===== src/slp_pkg.sv =====
// ----------------------------------------------------------------------------
// slp_pkg
// Shared types, codes and defaults of the stepper limit positioner.
// ----------------------------------------------------------------------------
package slp_pkg;

  localparam int POS_BITS_DEF = 24;
  localparam int TGT_BITS     = 24;
  localparam int CFG_BITS     = 16;
  localparam int CFG_ADDR_W   = 1;
  localparam int IN_TDATA_W   = 32;

  localparam logic [CFG_BITS-1:0] SAFETY_BUFFER_RST = 16'd100;
  localparam logic [CFG_BITS-1:0] MAX_SEARCH_RST    = 16'd50000;

  localparam logic [CFG_ADDR_W-1:0] REG_SAFETY_BUFFER = 1'b0;
  localparam logic [CFG_ADDR_W-1:0] REG_MAX_SEARCH    = 1'b1;

  localparam logic [2:0] CMD_NOP     = 3'd0;
  localparam logic [2:0] CMD_CAL     = 3'd1;
  localparam logic [2:0] CMD_DEPLOY  = 3'd2;
  localparam logic [2:0] CMD_RETRACT = 3'd3;
  localparam logic [2:0] CMD_HOME    = 3'd4;
  localparam logic [2:0] CMD_MOVE    = 3'd5;

  typedef enum logic [2:0] {
    PH_IDLE     = 3'd0,
    PH_SEEK_RET = 3'd1,
    PH_SEEK_DEP = 3'd2,
    PH_MOVE     = 3'd3,
    PH_HOME     = 3'd4
  } phase_t;

  typedef enum logic [1:0] {
    ST_NONE      = 2'd0,
    ST_DONE      = 2'd1,
    ST_REJECT    = 2'd2,
    ST_NOT_FOUND = 2'd3
  } status_t;

  typedef struct packed {
    logic    step_pulse;
    logic    direction;
    logic    busy;
    logic    calibrated;
    logic    save_request;
    status_t status;
  } slp_flags_t;

endpackage


===== src/slp_core.sv =====
// ----------------------------------------------------------------------------
// slp_core
// Sequencer state and one-period update: switch searches, moves, calibration.
// ----------------------------------------------------------------------------
module slp_core
  import slp_pkg::*;
#(
  parameter int POSITION_BITS = POS_BITS_DEF
) (
  input  logic                            clk,
  input  logic                            rst,
  input  logic                            step_en,
  input  logic [2:0]                      command,
  input  logic signed [TGT_BITS-1:0]      target,
  input  logic                            retracted_limit,
  input  logic                            deployed_limit,
  input  logic [CFG_BITS-1:0]             safety_buffer,
  input  logic [CFG_BITS-1:0]             max_search_steps,
  output slp_flags_t                      flags,
  output logic signed [POSITION_BITS-1:0] position,
  output logic signed [POSITION_BITS-1:0] deployed_end
);

  localparam int PW = POSITION_BITS;
  localparam logic signed [32:0] P_MAX = 33'((64'sd1 <<< (PW - 1)) - 64'sd1);
  localparam logic signed [32:0] P_MIN = -P_MAX - 33'sd1;

  // saturate a wide signed value into the position range
  function automatic logic signed [PW-1:0] sat_pos(input logic signed [32:0] v);
    logic signed [PW-1:0] r;
    if (v > P_MAX) r = P_MAX[PW-1:0];
    else if (v < P_MIN) r = P_MIN[PW-1:0];
    else r = v[PW-1:0];
    return r;
  endfunction

  // one step either way, clipped at the range ends
  function automatic logic signed [PW-1:0] step_pos(input logic signed [PW-1:0] p,
                                                    input logic fwd);
    logic signed [PW:0] s;
    logic signed [PW-1:0] r;
    s = fwd ? ({p[PW-1], p} + (PW+1)'(1)) : ({p[PW-1], p} - (PW+1)'(1));
    if (s[PW] != s[PW-1]) r = s[PW] ? P_MIN[PW-1:0] : P_MAX[PW-1:0];
    else r = s[PW-1:0];
    return r;
  endfunction

  // state
  phase_t                ph;
  logic [CFG_BITS-1:0]   srch;
  logic                  fwd;
  logic signed [PW-1:0]  pos;
  logic signed [PW-1:0]  lend;
  logic signed [PW-1:0]  send;
  logic                  cal;
  logic [PW-1:0]         left;

  phase_t                ph_next;
  logic [CFG_BITS-1:0]   srch_next;
  logic                  fwd_next;
  logic signed [PW-1:0]  pos_next;
  logic signed [PW-1:0]  lend_next;
  logic signed [PW-1:0]  send_next;
  logic                  cal_next;
  logic [PW-1:0]         left_next;
  logic                  step_c;
  logic                  save_c;
  status_t               stat_c;

  // move set up from idle: distance from the current position
  phase_t                ph_cur;
  logic signed [PW-1:0]  mv_tgt;
  logic signed [PW:0]    mv_d;
  logic signed [PW:0]    mv_abs;
  logic signed [PW-1:0]  srch_pos;

  assign ph_cur   = (ph > PH_HOME) ? PH_IDLE : ph;
  assign mv_tgt   = (command == CMD_DEPLOY)  ? send :
                    (command == CMD_RETRACT) ? '0 :
                    sat_pos(33'(target));
  assign mv_d     = {mv_tgt[PW-1], mv_tgt} - {pos[PW-1], pos};
  assign mv_abs   = mv_d[PW] ? -mv_d : mv_d;
  assign srch_pos = sat_pos(33'({1'b0, srch}));

  // next state
  always_comb begin
    ph_next   = ph_cur;
    srch_next = srch;
    fwd_next  = fwd;
    pos_next  = pos;
    lend_next = lend;
    send_next = send;
    cal_next  = cal;
    left_next = left;
    step_c    = 1'b0;
    save_c    = 1'b0;
    stat_c    = ST_NONE;

    if (ph_cur == PH_IDLE) begin
      case (command)
        CMD_CAL, CMD_HOME: begin
          ph_next   = (command == CMD_CAL) ? PH_SEEK_RET : PH_HOME;
          srch_next = '0;
          fwd_next  = 1'b0;
        end
        CMD_DEPLOY, CMD_RETRACT, CMD_MOVE: begin
          if (command != CMD_MOVE && !cal) begin
            stat_c = ST_REJECT;
          end else begin
            fwd_next  = !mv_d[PW] && (mv_d != '0);
            left_next = mv_abs[PW-1:0];
            ph_next   = PH_MOVE;
          end
        end
        default: ;
      endcase
    end

    case (ph_next)
      PH_SEEK_RET: begin
        fwd_next = 1'b0;
        if (retracted_limit || srch_next >= max_search_steps) begin
          pos_next  = '0;
          srch_next = '0;
          ph_next   = PH_SEEK_DEP;
        end else begin
          step_c    = 1'b1;
          srch_next = srch_next + 1'b1;
        end
      end
      PH_SEEK_DEP: begin
        if (deployed_limit || srch_next >= max_search_steps) begin
          // end learned; head back to zero, which is a backward move
          lend_next = srch_pos;
          pos_next  = srch_pos;
          send_next = sat_pos(33'(srch_pos) - 33'(safety_buffer));
          cal_next  = 1'b1;
          save_c    = 1'b1;
          fwd_next  = 1'b0;
          left_next = srch_pos;
          ph_next   = PH_MOVE;
        end else begin
          fwd_next  = 1'b1;
          step_c    = 1'b1;
          srch_next = srch_next + 1'b1;
          pos_next  = step_pos(pos, 1'b1);
        end
      end
      PH_MOVE: begin
        if (left_next == '0) begin
          ph_next = PH_IDLE;
          stat_c  = ST_DONE;
        end else if (fwd_next && deployed_limit) begin
          // early deployed hit relearns the end
          if (pos != lend) begin
            lend_next = pos;
            send_next = sat_pos(33'(pos) - 33'(safety_buffer));
            save_c    = 1'b1;
          end
          pos_next  = pos;
          left_next = '0;
          ph_next   = PH_IDLE;
          stat_c    = ST_DONE;
        end else if (!fwd_next && retracted_limit) begin
          pos_next  = '0;
          left_next = '0;
          ph_next   = PH_IDLE;
          stat_c    = ST_DONE;
        end else begin
          step_c    = 1'b1;
          left_next = left_next - 1'b1;
          pos_next  = step_pos(pos, fwd_next);
          if (left_next == '0) begin
            ph_next = PH_IDLE;
            stat_c  = ST_DONE;
          end
        end
      end
      PH_HOME: begin
        fwd_next = 1'b0;
        if (retracted_limit) begin
          pos_next = '0;
          ph_next  = PH_IDLE;
          stat_c   = ST_DONE;
        end else if (srch_next >= max_search_steps) begin
          ph_next = PH_IDLE;
          stat_c  = ST_NOT_FOUND;
        end else begin
          step_c    = 1'b1;
          srch_next = srch_next + 1'b1;
        end
      end
      default: ;
    endcase
  end

  // result of this period
  always_comb begin
    flags.step_pulse   = step_c;
    flags.direction    = fwd_next;
    flags.busy         = (ph_next != PH_IDLE);
    flags.calibrated   = cal_next;
    flags.save_request = save_c;
    flags.status       = stat_c;
    position           = pos_next;
    deployed_end       = lend_next;
  end

  always_ff @(posedge clk) begin
    if (rst) begin
      ph   <= PH_IDLE;
      srch <= '0;
      fwd  <= 1'b0;
      pos  <= '0;
      lend <= '0;
      send <= '0;
      cal  <= 1'b0;
      left <= '0;
    end else if (step_en) begin
      ph   <= ph_next;
      srch <= srch_next;
      fwd  <= fwd_next;
      pos  <= pos_next;
      lend <= lend_next;
      send <= send_next;
      cal  <= cal_next;
      left <= left_next;
    end
  end

endmodule


===== src/stepper_limit_positioner_top.sv =====
// ----------------------------------------------------------------------------
// stepper_limit_positioner_top
// Stepper positioner with two limit switches, homing and travel calibration.
// ----------------------------------------------------------------------------
// Usage:
//   Each item on the s_ channel is one step period: a command (calibrate,
//   deploy, retract, home, move) plus both limit switch levels. Each item
//   yields exactly one result item on m_ with the step pulse, direction,
//   position, busy, calibration info, save request and status.
//   Commands are only taken while idle; during a sequence they are ignored.
//   cfg_we/cfg_addr/cfg_wdata write safety_buffer (0) and max_search_steps (1);
//   write them only while no item is in flight.
// Pipeline / throughput:
//   Input register, then sequencer logic into the result register, which
//   raises m_tvalid once the item advances. One item per cycle sustained
//   while m_tready is high; the position update and phase logic are
//   combinational between the two registers.
// Reset (rst, synchronous): position, learned end, safe end cleared, not
//   calibrated, idle, both stages empty; buffer 100, search limit 50000.
// Stall: when m_tready is low the result holds; an empty input register can
//   still take one more item, then s_tready drops until the result is taken.
// ----------------------------------------------------------------------------
module stepper_limit_positioner_top
  import slp_pkg::*;
#(
  parameter int POSITION_BITS = POS_BITS_DEF,
  localparam int OUT_RAW = 2 * POSITION_BITS + 7,
  localparam int OUT_W   = ((OUT_RAW + 7) / 8) * 8
) (
  input  logic                  clk,
  input  logic                  rst,
  // config
  input  logic                  cfg_we,
  input  logic [CFG_ADDR_W-1:0] cfg_addr,
  input  logic [CFG_BITS-1:0]   cfg_wdata,
  // items in
  input  logic                  s_tvalid,
  output logic                  s_tready,
  // command[2:0], target[26:3], retracted_limit[27], deployed_limit[28], zero pad
  input  logic [IN_TDATA_W-1:0] s_tdata,
  // results out
  output logic                  m_tvalid,
  input  logic                  m_tready,
  // step_pulse, direction, position, busy_res, is_calibrated, deployed_end,
  // save_request, status[1:0], zero pad (lowest bit first)
  output logic [OUT_W-1:0]      m_tdata
);

  localparam int PW      = POSITION_BITS;
  localparam int OUT_PAD = OUT_W - OUT_RAW;

  // config registers
  logic [CFG_BITS-1:0] safety_buffer;
  logic [CFG_BITS-1:0] max_search_steps;

  always_ff @(posedge clk) begin
    if (rst) begin
      safety_buffer    <= SAFETY_BUFFER_RST;
      max_search_steps <= MAX_SEARCH_RST;
    end else if (cfg_we) begin
      case (cfg_addr)
        REG_SAFETY_BUFFER: safety_buffer    <= cfg_wdata;
        REG_MAX_SEARCH:    max_search_steps <= cfg_wdata;
        default: ;
      endcase
    end
  end

  // input register
  logic                       in_v;
  logic [2:0]                 in_cmd;
  logic signed [TGT_BITS-1:0] in_tgt;
  logic                       in_ret;
  logic                       in_dep;
  logic                       adv;

  // result register
  logic                 out_v;
  slp_flags_t           out_flags;
  logic signed [PW-1:0] out_pos;
  logic signed [PW-1:0] out_end;

  slp_flags_t           core_flags;
  logic signed [PW-1:0] core_pos;
  logic signed [PW-1:0] core_end;

  assign adv      = in_v && (!out_v || m_tready);
  assign s_tready = !in_v || adv;

  always_ff @(posedge clk) begin
    if (rst) begin
      in_v <= 1'b0;
    end else if (s_tready) begin
      in_v <= s_tvalid;
    end
  end

  always_ff @(posedge clk) begin
    if (s_tvalid && s_tready) begin
      in_cmd <= s_tdata[2:0];
      in_tgt <= s_tdata[TGT_BITS+2:3];
      in_ret <= s_tdata[TGT_BITS+3];
      in_dep <= s_tdata[TGT_BITS+4];
    end
  end

  slp_core #(
    .POSITION_BITS(POSITION_BITS)
  ) u_core (
    .clk              (clk),
    .rst              (rst),
    .step_en          (adv),
    .command          (in_cmd),
    .target           (in_tgt),
    .retracted_limit  (in_ret),
    .deployed_limit   (in_dep),
    .safety_buffer    (safety_buffer),
    .max_search_steps (max_search_steps),
    .flags            (core_flags),
    .position         (core_pos),
    .deployed_end     (core_end)
  );

  always_ff @(posedge clk) begin
    if (rst) begin
      out_v <= 1'b0;
    end else if (adv) begin
      out_v <= 1'b1;
    end else if (m_tready) begin
      out_v <= 1'b0;
    end
  end

  always_ff @(posedge clk) begin
    if (adv) begin
      out_flags <= core_flags;
      out_pos   <= core_pos;
      out_end   <= core_end;
    end
  end

  assign m_tvalid = out_v;
  assign m_tdata  = {{OUT_PAD{1'b0}}, out_flags.status, out_flags.save_request, out_end,
                     out_flags.calibrated, out_flags.busy, out_pos,
                     out_flags.direction, out_flags.step_pulse};

  // a save comes when the deployed search ends or a move stops at the deployed switch: no step then
  a_save_nostep: assert property (@(posedge clk) disable iff (rst)
    out_v && out_flags.save_request |-> !out_flags.step_pulse)
    else $error("save request together with a step");

  // any status report means the sequence is over
  a_status_idle: assert property (@(posedge clk) disable iff (rst)
    out_v && out_flags.status != ST_NONE |-> !out_flags.busy)
    else $error("status reported while still busy");

  // rejected or finished periods issue no step except the last step of a move
  a_reject_nostep: assert property (@(posedge clk) disable iff (rst)
    out_v && (out_flags.status == ST_REJECT || out_flags.status == ST_NOT_FOUND)
      |-> !out_flags.step_pulse)
    else $error("step issued with reject or not-found status");

  // no result is lost: a stalled result stays valid
  a_no_drop: assert property (@(posedge clk) disable iff (rst)
    out_v && !m_tready |=> out_v)
    else $error("result dropped while stalled");

endmodule

===== config.mk =====
export PLATFORM = sky130hd
export DESIGN_NAME = stepper_limit_positioner_top
export DESIGN_NICKNAME = d
export VERILOG_FILES = /design/src/slp_pkg.sv /design/src/slp_core.sv /design/src/stepper_limit_positioner_top.sv
export SDC_FILE = /design/constraint.sdc
export NUM_CORES = 1
export LEC_CHECK = 0
export ABC_AREA = 1
export BUFFER_PORTS_ARGS = -buffer_cell sky130_fd_sc_hd__clkbuf_2
export CAP_MARGIN = 20
export CELL_PAD_IN_SITES_DETAIL_PLACEMENT = 1
export CELL_PAD_IN_SITES_GLOBAL_PLACEMENT = 1
export CORE_MARGIN = 2
export CORE_UTILIZATION = 38
export DETAILED_ROUTE_END_ITERATION = 6
export GPL_TIMING_DRIVEN = 0
export PLACE_DENSITY_LB_ADDON = 0.1
export SKIP_LAST_GASP = 1
export SYNTH_ARGS = -nofsm -noshare
export SYNTH_HDL_FRONTEND = slang
export SYNTH_SLANG_ARGS = --single-unit

===== constraint.sdc =====
create_clock -name clk -period 5.7 [get_ports clk]
set_input_delay 1.14 -clock clk [delete_from_list [all_inputs] [get_ports clk]]
set_output_delay 1.14 -clock clk [all_outputs]
set_load 0.1 [all_outputs]

# == After elaboration in Yosys (flattened, before gate mapping) ==
# Cells that the tools add are included.
# totals
register_bits,235
out_inout_bits,58
# op_classes
addsub,8
magnitude_cmp,8
eq_ne,17
n_mux,91
n_bitwise,1
n_reduce_logical,28
# ops
op,count
$mux 24,34
$pmux 24 s2,3
$mux 16,6
$pmux 24 s4,1
$gt 33x24->1 const B,2
$lt 33x24->1 const B,2
$logic_not 24->1,2
$pmux 16 s3,1
$mux 3,12
$add 24x2->25 const B,1
$mux 25,1
$reduce_bool 25->1,1
$sub 24x17->25,1
$sub 24x2->25 const B,1
$sub 24x24->25,1
$gt 24x24->1 const B,1
$lt 24x24->1 const B,1
$ne 24x24->1,1
$neg 24->24,1
$sub 24x1->24 const B,1
$mux 2,9
$mux 1,17
$sub 16x16->17,1
$add 16x1->16 const B,1
25 further kinds,51

# == Logic depth before layout (Yosys ltp) ==
# depth
ltp_word,19
ltp_mapped,40

# == By module ==
# From an unflattened synthesis, not the netlist that was laid out.
# hier_totals
hier_cells,3088
area_unflattened_um2,19666.4
# modules_own_cells
module,instances,cells_each,area_each_um2,seq_area_each_um2
slp_core,1,2820,15750.1,2342.2
stepper_limit_positioner_top,1,268,3916.3,3203.1

# == Worst setup path after synthesis ==
# No wires, ideal clock.
# synth_timing
path_type,register -> register
start,register in_cmd[2]
end,register out_pos[0] (data pin)
setup_ps,254
arrival_ps,4043
t_required_ps,5446
slack_ps,1402
stages_incl_launch_ff,34
path_buffers,2
synth_period_minus_slack_ps,4298
path_cell_list,edfxtp_1 > nor2_2 > inv_2 > nor2_1 > clkbuf_1 > nand2_1 > nand2_1 > ha_1 > nand2_1 > inv_2 > nand2_1 > nand2_1 > inv_2 > nand2_2 > nand2_1 > nand3_1 > nand2_2 > nand2_4 > buf_6 > nand2_1 > nand3_1 > o21ai_2 > ha_1 > nand3_2 > nor2_4 > nand2_2 > inv_2 > nand3_4 > nand3_4 > inv_1 > nand2_1 > nor2_1 > nor2_1 > inv_1
# synth_between
elab_chain_len,16
word_cells_on_any_way,50
# synth_rtl
item,line,text
start: declaration,stepper_limit_positioner_top.sv:71,logic [2:0] in_cmd;
start signal: assignment,stepper_limit_positioner_top.sv:100,in_cmd <= s_tdata[2:0];
branches (longest 15 deep; another with $sub 24x24->25),--,
$pmux 24 s4 *,slp_core.sv:119,case (ph_next)
net core_pos[0],stepper_limit_positioner_top.sv:84,logic signed [PW-1:0] core_pos;
end signal: assignment,stepper_limit_positioner_top.sv:137,out_pos <= core_pos;
end: declaration,stepper_limit_positioner_top.sv:80,logic signed [PW-1:0] out_pos;
# Mark *: on every way through the listed nets, which the timed path passes.
# A chain may end at the register's enable or synchronous reset.

==> flow_summary.yaml <==
status:
  status: "completed"
timing:
  clock.fmax_mhz: 183.6
  slew_headroom: 0.2252
  finalCriticalPeriod_ps: 5447
  finalCritPeriodShare: 0.9556
  worst_pin_slew_ps: 1150
  hold_violations: 0
  fin_hold_ws_ps: 464.9
  postLayoutSetupSlackWorst_ps: 252.8
  final.setup.tns_ps: 0
  finalSetupViolations: 0
  slew_violations: 0
  skew_ps: 40.36
critical_path:
  path_class: "reg -> reg"
  r2r-start: "in_cmd[2]$_DFFE_PP_"
  slowest_stage: "edfxtp_1"
  crit_family: "simple AND/OR/NAND/NOR gates"
  rrSetupSlack_ps: 250
  cp.arrival_ps: 5780
  crit_buf_inv: 4
  worst_r2r_path_depth: 29
  r2r-end: "m_tdata[26]$_DFFE_PP_"
  critPathMaxFanout: 10
  required_ps: 6030
  start_kind: "register"
  cpMostUsedCell: "nand2_1"
  worstSetupEndpointType: "register"
  max_stage_delay_ps: 440
layout:
  final_area_mm2: 0.02097
  diodes: 0
  regArea_mm2: 0.005545
  syn_to_final_growth_pct: 14.15
  drive_gt1_frac: 0.1414
  final_common_cell: "nand2_1"
  instances_no_fill: 3564
  most-common-layout-cells: "nand2_1 (758), inv_1 (298), nor2_1 (257), o21ai_0 (232), a21oi_1 (170)"
  final_util: 0.4391
  multi_input_area_mm2: 0.01107
  fillCellCount: 6290
  finalNetCount: 3060
clock_tree:
  clock_tree.root_cell: "clkbuf_16"
  clk-insertion-delay-late_ps: 610
  clkTransAtPathRegs_ps: 60
  cts_tree: "done"
  htreeDepth: 1
  clockBufferDepth: 3
  numCtsBuffers: 30
  numClockSinks: 235
  hold_buffers: 0
floorplan:
  die_height_um: 223.8
  core_area_mm2: 0.04775
  ios: 112
  start_util: 0.3847
  dieWidth_um: 223.8
  fp-row-count: 80
  die_area_mm2: 0.05011
yosys:
  syn-instance-count: 2776
  synth-main-ff-cell: "dfxtp_1"
  yosysTopAreaCellShare: 0.1646
  synth_edf_count: 84
  ys_seq_elements: 235
  syn_area_mm2: 0.01837
  ys_seq_area_frac: 0.3019
  ys_async_sr_fraction: 0
  synth_nets: 2911
  synth_warnings: 0
  avgSynthCellArea_um2: 6.616
  synthTopCellsByArea: "dfxtp_1 (16%), nand2_1 (16%), edfxtp_1 (14%)"
  synth_cell_types: 59
  yosys.area.top_type: "dfxtp_1"
global_routing:
  gr-usage-met2: 0.5288
  grt_pass1_vias: 19820
  grt.busiest_layer: "met2"
  grt_start_max_net_pins: 39
  overflow: 0
  track_usage: 0.3219
  grt_pass1_wl_um: 121800
  use_met1: 0.4280
  grt_antenna_before_repair: 1
  met3_usage: 0.03712
route:
  first_iter_violations: 1336
  drt-wirelength-per-cell_um: 22.89
  drt.antenna.violating_nets: 0
  drcViolationCount: 0
  vias: 19770
  dr.pass1.iters: 5
  avgViaCountPerCell: 5.546
  totalWireLength_um: 81560
pwr:
  power_mw: 6.208
  vdd_drop_max_v: 0.0002376
  power_density_mw_per_mm2: 296.1
  p_leak_nw: 9.883
min_path:
  hp-start: "max_search_steps[1]$_SDFFE_PP0P_"
  whs_endpoint: "max_search_steps[1]$_SDFFE_PP0P_"
  hold_depth: 2
  holdCritPathClass: "reg -> reg"
flow_run:
  drv_cap: 0
place:
  place_area_mm2: 0.01975
  place_inst: 3504
  hpwl_um: 66260
  place_congestion: 0.9396
  numPortBuffers: 106
  dp_slack_ps: -559.3
## synthesized netlist by cell type, drive strengths merged (7+ instances only)
master	number
edfxtp	84
nand3	209
nand3b	11
inv	322
o21ai	248
or2	19
nand2	803
xor2	75
nor3	42
buf	57
nor2	286
dfxtp	151
xnor2	24
clkbuf	56
o21bai	8
a31oi	15
o211ai	15
ha	78
a21oi	175
o22ai	8
clkinv	7
nand4	36
## worst max path at each step
stage | start | end | slack, ps | depth (start not counted)
after global placement | m_tready | u_core.left[2]$_SDFFE_PP0P_ | -550 | 8
after global routing | in_cmd[1]$_DFFE_PP_ | m_tdata[26]$_DFFE_PP_ | -4 | 34
final | in_cmd[2]$_DFFE_PP_ | m_tdata[26]$_DFFE_PP_ | 250 | 29
after floorplan | in_cmd[2]$_DFFE_PP_ | out_pos[0]$_DFFE_PP_ | 1400 | 33
after detailed placement | in_cmd[2]$_DFFE_PP_ | out_pos[0]$_DFFE_PP_ | -560 | 32
after CTS | in_cmd[1]$_DFFE_PP_ | out_pos[0]$_DFFE_PP_ | 8 | 34
## cell families after synthesis
logic type / share of synthesized area
buffers and inverters: 0.1003
AO/OA/AOI/OAI: 0.1506
XOR/XNOR: 0.04721
AND/OR/NAND/NOR: 0.3433
adder cells (fa/ha/maj): 0.05641
flip-flops: 0.3019
other: 0.0002042
## area by class of cell
| type | instances | share of cell area |
|---|---|---|
| Tap cell | 615 | 0.03670 |
| Sequential cell | 235 | 0.2645 |
| Inverter | 329 | 0.05950 |
| Timing Repair Buffer | 118 | 0.03091 |
| Clock buffer | 34 | 0.03897 |
| Multi-Input combinational cell | 2099 | 0.5279 |
| Clock inverter | 22 | 0.01200 |
| Buffer | 112 | 0.02954 |
## repair_timing
action | 4_1_cts | 5_1_grt
pin swaps | 0 | 3
buffers inserted | 0 | 5
endpoints found under the setup margin | 152 | 152
gates resized for setup | 11 | 33
## tightest hold or removal path: cells and delay by family, from the launching register on
| family | cells | cell delay, ps |
|---|---|---|
| buf+inv | 1 | 60 |
| compound gates | 1 | 60 |
| flops | 1 | 300 |
## state kept, by name, indices dropped and copies added, names as in the netlist, 3 cells and up
register,flops
u_core.lend,24
safety_buffer,16
u_core.srch,16
max_search_steps,16
u_core.pos,24
u_core.left,24
u_core.send,24
in_tgt,24
m_tdata,7
in_cmd,3
u_core.ph,3
out_pos,24
out_end,24
## where the power goes
group | switching (mW) | internal [mW]
combinational | 1.59 | 0.627
clock | 0.890 | 1.19
sequential | 0.0648 | 1.85
## routing by layer
layer	vias up	wire length, µm
met5	-	0
met2	559	37100
met3	149	4142
met1	9666	36240
li1	9391	-
met4	0	4077
(Power assumes the default switching activity.)
